$ cat config.mk
export PLATFORM = sky130hd
export DESIGN_NAME = lpc_cell
export DESIGN_NICKNAME = d
export VERILOG_FILES = /design/src/design/lpc_pkg.sv /design/src/design/lpc_cell.sv
export SDC_FILE = /design/constraint.sdc
export NUM_CORES = 1
export LEC_CHECK = 0
export BUFFER_PORTS_ARGS = -buffer_cell sky130_fd_sc_hd__buf_2
export CAP_MARGIN = 20
export CORE_AREA = 2 2 39 41
export CTS_BUF_LIST = sky130_fd_sc_hd__clkbuf_4 sky130_fd_sc_hd__clkbuf_8
export DETAILED_ROUTE_END_ITERATION = 8
export DIE_AREA = 0 0 41 43
export PLACE_DENSITY_LB_ADDON = 0.2
export SKIP_LAST_GASP = 1
export SLEW_MARGIN = 20
export SYNTH_ARGS = -nofsm -noshare
export SYNTH_HDL_FRONTEND = slang
export SYNTH_SLANG_ARGS = --single-unit
$ cat constraint.sdc
create_clock -name clk -period 1.85 [get_ports clk]
set_input_delay 0.555 -clock clk [delete_from_list [all_inputs] [get_ports clk]]
set_output_delay 0.555 -clock clk [all_outputs]
set_load 0.005 [all_outputs]
$ cat src/design/lpc_pkg.sv
package lpc_pkg;

	localparam int unsigned GEN_W = 128;
	localparam int unsigned HALF_W = 64;
	localparam int unsigned CNT_W = 32;

	// Width mode codes. The reserved code behaves as the 32-bit mode.
	localparam logic [1:0] MODE_32 = 2'd0;
	localparam logic [1:0] MODE_64 = 2'd1;
	localparam logic [1:0] MODE_128 = 2'd2;
	localparam logic [1:0] MODE_RSVD = 2'd3;

	// Tap masks with the top bit of each width already cleared.
	localparam logic [GEN_W-1:0] TAP_32 = 128'h0000_0000_0000_0000_0000_0000_2300_0000;
	localparam logic [GEN_W-1:0] TAP_64 = 128'h0000_0000_0000_0000_5800_0000_0000_0000;
	localparam logic [GEN_W-1:0] TAP_128 = 128'h6100_0000_0000_0000_0000_0000_0000_0000;

	localparam logic [GEN_W-1:0] MASK_32 = 128'h0000_0000_0000_0000_0000_0000_FFFF_FFFF;
	localparam logic [GEN_W-1:0] MASK_64 = 128'h0000_0000_0000_0000_FFFF_FFFF_FFFF_FFFF;
	localparam logic [GEN_W-1:0] MASK_128 = {GEN_W{1'b1}};

	localparam logic [GEN_W-1:0] TOP_32 = 128'h0000_0000_0000_0000_0000_0000_8000_0000;
	localparam logic [GEN_W-1:0] TOP_64 = 128'h0000_0000_0000_0000_8000_0000_0000_0000;
	localparam logic [GEN_W-1:0] TOP_128 = 128'h8000_0000_0000_0000_0000_0000_0000_0000;

	// Per-cycle control shared by every cell.
	typedef struct packed {
		logic adv;
		logic fb;
		logic fill;
	} lpc_ctl_t;

	// Per-bit setup derived from the width mode.
	typedef struct packed {
		logic mask;
		logic top;
		logic tap;
	} lpc_lane_t;

	function automatic logic [GEN_W-1:0] lpc_width_mask(input logic [1:0] mode);
		logic [GEN_W-1:0] m;
		unique case (mode)
			MODE_64: m = MASK_64;
			MODE_128: m = MASK_128;
			default: m = MASK_32;
		endcase
		return m;
	endfunction

	function automatic logic [GEN_W-1:0] lpc_top_mask(input logic [1:0] mode);
		logic [GEN_W-1:0] m;
		unique case (mode)
			MODE_64: m = TOP_64;
			MODE_128: m = TOP_128;
			default: m = TOP_32;
		endcase
		return m;
	endfunction

	function automatic logic [GEN_W-1:0] lpc_tap_mask(input logic [1:0] mode);
		logic [GEN_W-1:0] m;
		unique case (mode)
			MODE_64: m = TAP_64;
			MODE_128: m = TAP_128;
			default: m = TAP_32;
		endcase
		return m;
	endfunction

endpackage

$ cat src/design/lpc_cell.sv
module lpc_cell
	import lpc_pkg::*;
(
	input  logic      clk,
	input  logic      arst_n,
	input  lpc_ctl_t  ctl,
	input  lpc_lane_t lane,
	input  logic      data_bit,
	input  logic      nb_exp,
	output logic      gen_m,
	output logic      exp_bit,
	output logic      diff_bit
);

	logic gen_q;
	logic nxt;

	// The stored bit within the width; a zero generator reads as all ones.
	assign gen_m = gen_q & lane.mask;
	assign exp_bit = ctl.fill ? lane.mask : gen_m;
	assign diff_bit = (data_bit & lane.mask) ^ exp_bit;

	// Width top takes the low bit; others the upper neighbor, XORed with it at taps.
	assign nxt = (lane.top ? ctl.fb : nb_exp) ^ (ctl.fb & lane.tap);

	always_ff @(posedge clk or negedge arst_n) begin
		if (!arst_n) begin
			gen_q <= 1'b0;
		end else if (ctl.adv) begin
			gen_q <= nxt;
		end
	end

endmodule

* Word level (Yosys, flattened, before mapping)
Index checks and enable logic that the tools add are counted.
Word-level totals: bits in registers 1, logic and storage cells 8
Operators by class: bitwise operators 5, multiplexer cells 2
Operators with widths (count):
- 1-bit bitwise AND | 3
- 1-bit two-way mux | 2
- 1-bit XOR | 2

* Logic depth before layout (Yosys ltp)
Gate-level depths: netlist of run 1.
depth in word-level cells 3, mapped depth 3, gate-level depth less buffers 3

* Least setup slack after synthesis of run 1
Ideal clock, no wire load.
path type input to output, from input data_bit, to output diff_bit, arrival 1.045 ns, stages on the path 2, path buffers 0, slack 0.250 ns, cells stage by stage or3_1 and3_1
On the way: word-level cells in the longest chain between the ends 2
Ends and longest elaborated chain:
- from (decl) | RTL line lpc_cell.sv:8 | input logic data_bit,
- 1-bit bitwise AND | RTL line lpc_cell.sv:21 | assign diff_bit = (data_bit & lane.mask) ^ exp_bit;
- 1-bit XOR | RTL line lpc_cell.sv:21
- to (decl) | RTL line lpc_cell.sv:12 | output logic diff_bit
No other way between the ends.

* Final worst setup path of run 1
Ends and elaborated chain as after synthesis.

==> metrics.txt, run 1 <==
Die Y roughly 43 um; Starting Density 0.06420; length of the first detailed-routing pass in iterations 1; first-pass GRT wire length roughly 500 um; Critical Path AT about 1.3 ns; cell count after synthesis 12; initial antenna violation count 0; IO Port Bufs 12; maximum clock rate 551.8 MHz; max FFs per register 1; total grt overflow 0; final worst clock skew 0 ns; Int Power just over 0.04 mW; post-CTS resize count 0; ranking of synthesized cells by area dfrtp_1 (28%), or3_1 (14%), o21ai_0 (11%), a32oi_1 (9.9%), nor2_1 (8.5%); largest registers gen_q x1; Hold Crit Class primary input to asynchronous set/reset pin; synth cell count leaders nor2_1 (2), o21ai_0 (2), or3_1 (2); PnR Total Power 0.05633 mW; layout cell share with drive strength beyond 1 0.5000; register area share after synthesis 0.2817; CP required around 1.3 ns; chip width roughly 40 um; clock power share 0; ys flop type dfrtp_1; postcts setup bufs 0; average via count per standard cell around 3.2; Rel. slew slack 0.9076; #FFs+latches synth 1; final WL 319 um; number of global-route vias before repair 119; cell accounting for the most synthesized area dfrtp_1; CTS Hold Bufs 0; Worst-path clk slew 0 ns; Post-synth EDFFs 0; WS Path Type primary input to output port; GRT Util Overall 0.03908; Via Count 127; area grow syn2layout 90.14%; share of the synthesized area in the top cell type 0.2817; Net Sw Power around 0.015 mW; synthesized area roughly 89 um^2; pin count of the biggest net entering global routing 6; Comb power frac 0.509; Post-Syn Nets 22; result of the run completed; worst-path maximum fanout 2; Remaining DRCs 0; async set-or-reset flop fraction in the synthesized netlist 1.000; setup tns final 0 ns; Worst-Margin Slew approximately 0.14 ns; final setup vio count 0; Avg Cell Area, Syn between 7 and 8 um^2; post-layout min period ~1.8 ns; Placer Congestion around 0.63; Ys Warns 0; fin crit share 0.9796; post-place instance area between 150 and 200 um^2; sequential power share 0.491; Most flops, register gen_q; final-report max-slew violation count 0; Die ar. 1763 um^2; Worst-Skew Late Latency 0 ns; pwr dens between 300 and 400 nW/um^2; standard-cell row count 14; R2R setup slack around 1.2 ns; peak supply drop approximately 0.11 mV; core area roughly 1400 um^2; Worst Hold Slack around 0.33 ns; Final Cell Area roughly 170 um^2; Ant. Diodes 0; Hold Violations, Final 0; Unique masters post-synth 9; RSZ-0062 raised after global routing no; CP endpoint kind output port; wire length per cell between 7 and 8 um; DRT iter0 DRCs 0; IO Pins 13; MaxCap Viol Count 0; Pleak about 0.082 nW; Layout Nets 36; Filler cells 153; Sw Ratio 0.2627; Routed Antenna Nets 0; Setup crit start kind primary input
-- power by group through the flow --
stage / Clock (mW) / Combinational, mW / Sequential (mW)
3_3_place_gp: 0 / 0.0281 / 0.0272
2_1_floorplan: 0 / 0.0110 / 0.0267
5_1_grt: 0 / 0.0328 / 0.0279
4_1_cts: 0 / 0.0290 / 0.0275
3_5_place_dp: 0 / 0.0289 / 0.0275
6_report: 0 / 0.0287 / 0.0277
-- logic make-up after synthesis --
| kind of cell | count (synthesis) | synth area share |
|---|---|---|
| and+or+nand+nor | 6 | 0.3663 |
| DFF | 1 | 0.2816 |
| AOI/OAI and AO/OA | 5 | 0.3521 |
-- per-stage QoR --
stage / setup WS [ns] / std cells / utilization
2_1_floorplan: 0.2498 / 12 / -
3_3_place_gp: 0.03100 / 40 / 0.1221
3_5_place_dp: 0.03533 / 40 / 0.1221
4_1_cts: 0.03533 / 40 / 0.1221
5_1_grt: 0.008572 / 40 / 0.1221
6_report: 0.03777 / 40 / 0.1221
-- cells in the final DEF, fill, tap and decap left out --
master,count
or3_1,2
o21ai_0,2
and3_1,1
o21a_1,1
nor2_1,2
dfrtp_1,1
and2_1,1
a21oi_1,1
buf_2,12
a32oi_1,1
-- area by class of cell --
cell class,instances,area (um^2),area share
Tap cell,16,20.02,0.1185
Sequential cell,1,25.02,0.1481
Multi-Input combinational cell,11,63.81,0.3778
Timing Repair Buffer,12,60.06,0.3556
-- critical path: stages --
cell	delay, ns
buf_2	0.10
or3_1	0.32
and3_1	0.16
buf_2	0.12
-- routing by layer --
metal	wire length, um	up-vias	part of all wire	global-route usage
li1	-	71	-	-
met1	170	43	0.53	0.07668
met2	71	13	0.22	0.03750
met3	78	0	0.24	0.01571
met4	0	0	0	0
met5	0	-	0	0
-- worst paths after layout --
check,startpoint,endpoint,cells past startpoint
setup / recovery,data_bit,diff_bit,4
hold / removal,arst_n,gen_q,1
setup reg to reg,gen_q,gen_q,2
hold reg to reg,gen_q,gen_q,2
max in group asynchronous,arst_n,gen_q,1
min in group clk,gen_q,gen_q,2
(Power assumes the default switching activity.)
==> run 2: changes to the inputs <==
- ABC_AREA: not set -> 1
==> run 2 against run 1 <==
  * Flip-flop and latch count unchanged
  * Maximum frequency grew 10%
  * Worst hold slack got worse by 0.0014 ns
  * Area after synthesis rose by 9.9%
  * Largest cell class unchanged
  * Final area rose by 5.2%
  * Global-route usage down 0.20 points
==> metrics.txt, run 2 <==
peak supply drop 0.09261 mV; length of the first detailed-routing pass in iterations 2; post-CTS resize count 0; fin crit share 0.8909; worst-path maximum fanout 3; RSZ-0062 raised after global routing no; Die Y between 40 and 50 um; register area share after synthesis 0.2564; Hold Crit Class primary input to asynchronous set/reset pin; maximum clock rate just over 600 MHz; max FFs per register 1; layout cell share with drive strength beyond 1 0.4194; Worst-Margin Slew 0.1306 ns; CP endpoint kind output port; Hold Violations, Final 0; cell count after synthesis 19; GRT Util Overall 0.03704; async set-or-reset flop fraction in the synthesized netlist 1.000; IO Pins 13; Most flops, register gen_q; wire length per cell about 5.1 um; result of the run completed; Post-synth EDFFs 0; Via Count around 150; Worst R2R Start gen_q; Critical Path AT around 1.1 ns; number of global-route vias before repair ~150; #FFs+latches synth 1; Pleak approximately 0.11 nW; initial antenna violation count 0; Worst-Skew Late Latency 0 ns; Remaining DRCs 0; Reg2Reg Depth 2; total grt overflow 0; IO Port Bufs 12; first-pass GRT wire length between 500 and 600 um; final worst clock skew 0 ns; DRT iter0 DRCs 2; largest registers gen_q x1; r2r endpoint gen_q; Ant. Diodes 0; Setup crit start kind primary input; setup tns final 0 ns; PnR Total Power ~0.060 mW; Placer Congestion around 0.63; final setup vio count 0; Rel. slew slack 0.9126; most frequent cell after synthesis nand2_1; HPWL after DPL roughly 240 um; ys flop type dfrtp_1; area grow syn2layout 82.05%; WS Path Type primary input to output port; R2R setup slack about 1.2 ns; chip width a little over 40 um; final-report max-slew violation count 0; Avg Cell Area, Syn 5.137 um^2; postcts setup bufs 0; Unique masters post-synth 6; standard-cell row count 14; sequential cell area ~25 um^2; final WL 242 um; MaxCap Viol Count 0; core area around 1400 um^2; synth cell count leaders nand2_1 (7), nor2_1 (5), inv_1 (3); Die ar. about 1800 um^2; CP required roughly 1.3 ns; Starting Density 0.07052; share of the synthesized area in the top cell type 0.2692; pwr dens around 340 nW/um^2; commonest non-fill, non-tap cell in the layout buf_2; Worst-path clk slew 0 ns; area of the multi-input gates between 60 and 70 um^2; Layout Nets 43; ranking of synthesized cells by area nand2_1 (27%), dfrtp_1 (26%), nor2_1 (19%), inv_1 (12%), a21oi_1 (10%); Post-Syn Nets 29; CTS Hold Bufs 0; post-layout min period about 1.6 ns; average via count per standard cell ~3.1; critical path startpoint lane[2]; most frequent cells in the layout buf_2 (12), nand2_1 (7), nor2_1 (5); pin count of the biggest net entering global routing 4; Filler cells around 170; Routed Antenna Nets 0; cell accounting for the most synthesized area nand2_1; synthesized area 97.59 um^2; Ys Warns 0
run 2: changes by cell type after synthesis, sizes merged:
cell | before | now
o21ai | 2 | 0
a32oi | 1 | 0
or3 | 2 | 0
a21oi | 1 | 2
o21a | 1 | 0
nor2 | 2 | 5
inv | 0 | 3
nand2 | 0 | 8
and2 | 1 | 0
and3 | 1 | 0
run 2: through the flow:
step / util / instances / worst slack [ns] / hold WS, ns / area, um^2
6_report: 0.1284 / 47 / 0.2019 / 0.3319 / 177.7
2_1_floorplan: - / 19 / 0.4351 / 0.2594 / 97.59
5_1_grt: 0.1284 / 47 / 0.1416 / 0.3388 / 177.7
3_5_place_dp: 0.1284 / 47 / 0.2030 / 0.3337 / 177.7
3_3_place_gp: 0.1284 / 47 / 0.1890 / 0.3333 / 177.7
4_1_cts: 0.1284 / 47 / 0.2032 / 0.3336 / 177.7
run 2: where the power goes:
group	switching (mW)	total, mW	internal [mW]
Sequential	0.00121	0.0261	0.0249
Clock	0	0	0
Combinational	0.0161	0.0337	0.0176
Total	0.0173	0.0597	0.0424
run 2: logic make-up after synthesis:
| group | synth area share |
|---|---|
| AND/OR/NAND/NOR | 0.5258 |
| buffers and inverters | 0.1154 |
| AO/OA/AOI/OAI | 0.1026 |
| flip-flops | 0.2564 |
run 2: routing by layer:
metal,vias up,wire length (um),GRT usage
li1,82,-,-
met1,63,76,0.04459
met2,3,143,0.06875
met3,0,21,0.005236
met4,0,0,0
met5,-,0,0
run 2: layout make-up:
cell class | instances | share of cell area
multi-input cells | 15 | 0.3451
flip-flops and latches | 1 | 0.1408
repair buffers | 12 | 0.3380
well taps | 16 | 0.1127
inverters | 3 | 0.06338
run 2: worst max-delay path, cell delays in order:
cell and delay, ns:
buf_2 0.11, nand2_1 0.08, nand2_2 0.06, a21oi_1 0.11, a21oi_1 0.05, buf_2 0.12
run 2: worst max path at each step:
| stage | end | cells after the start |
|---|---|---|
| floorplan | diff_bit | 4 |
| global placement | diff_bit | 6 |
| detailed placement | diff_bit | 6 |
| CTS | diff_bit | 6 |
| global route | diff_bit | 6 |
| finish | diff_bit | 6 |
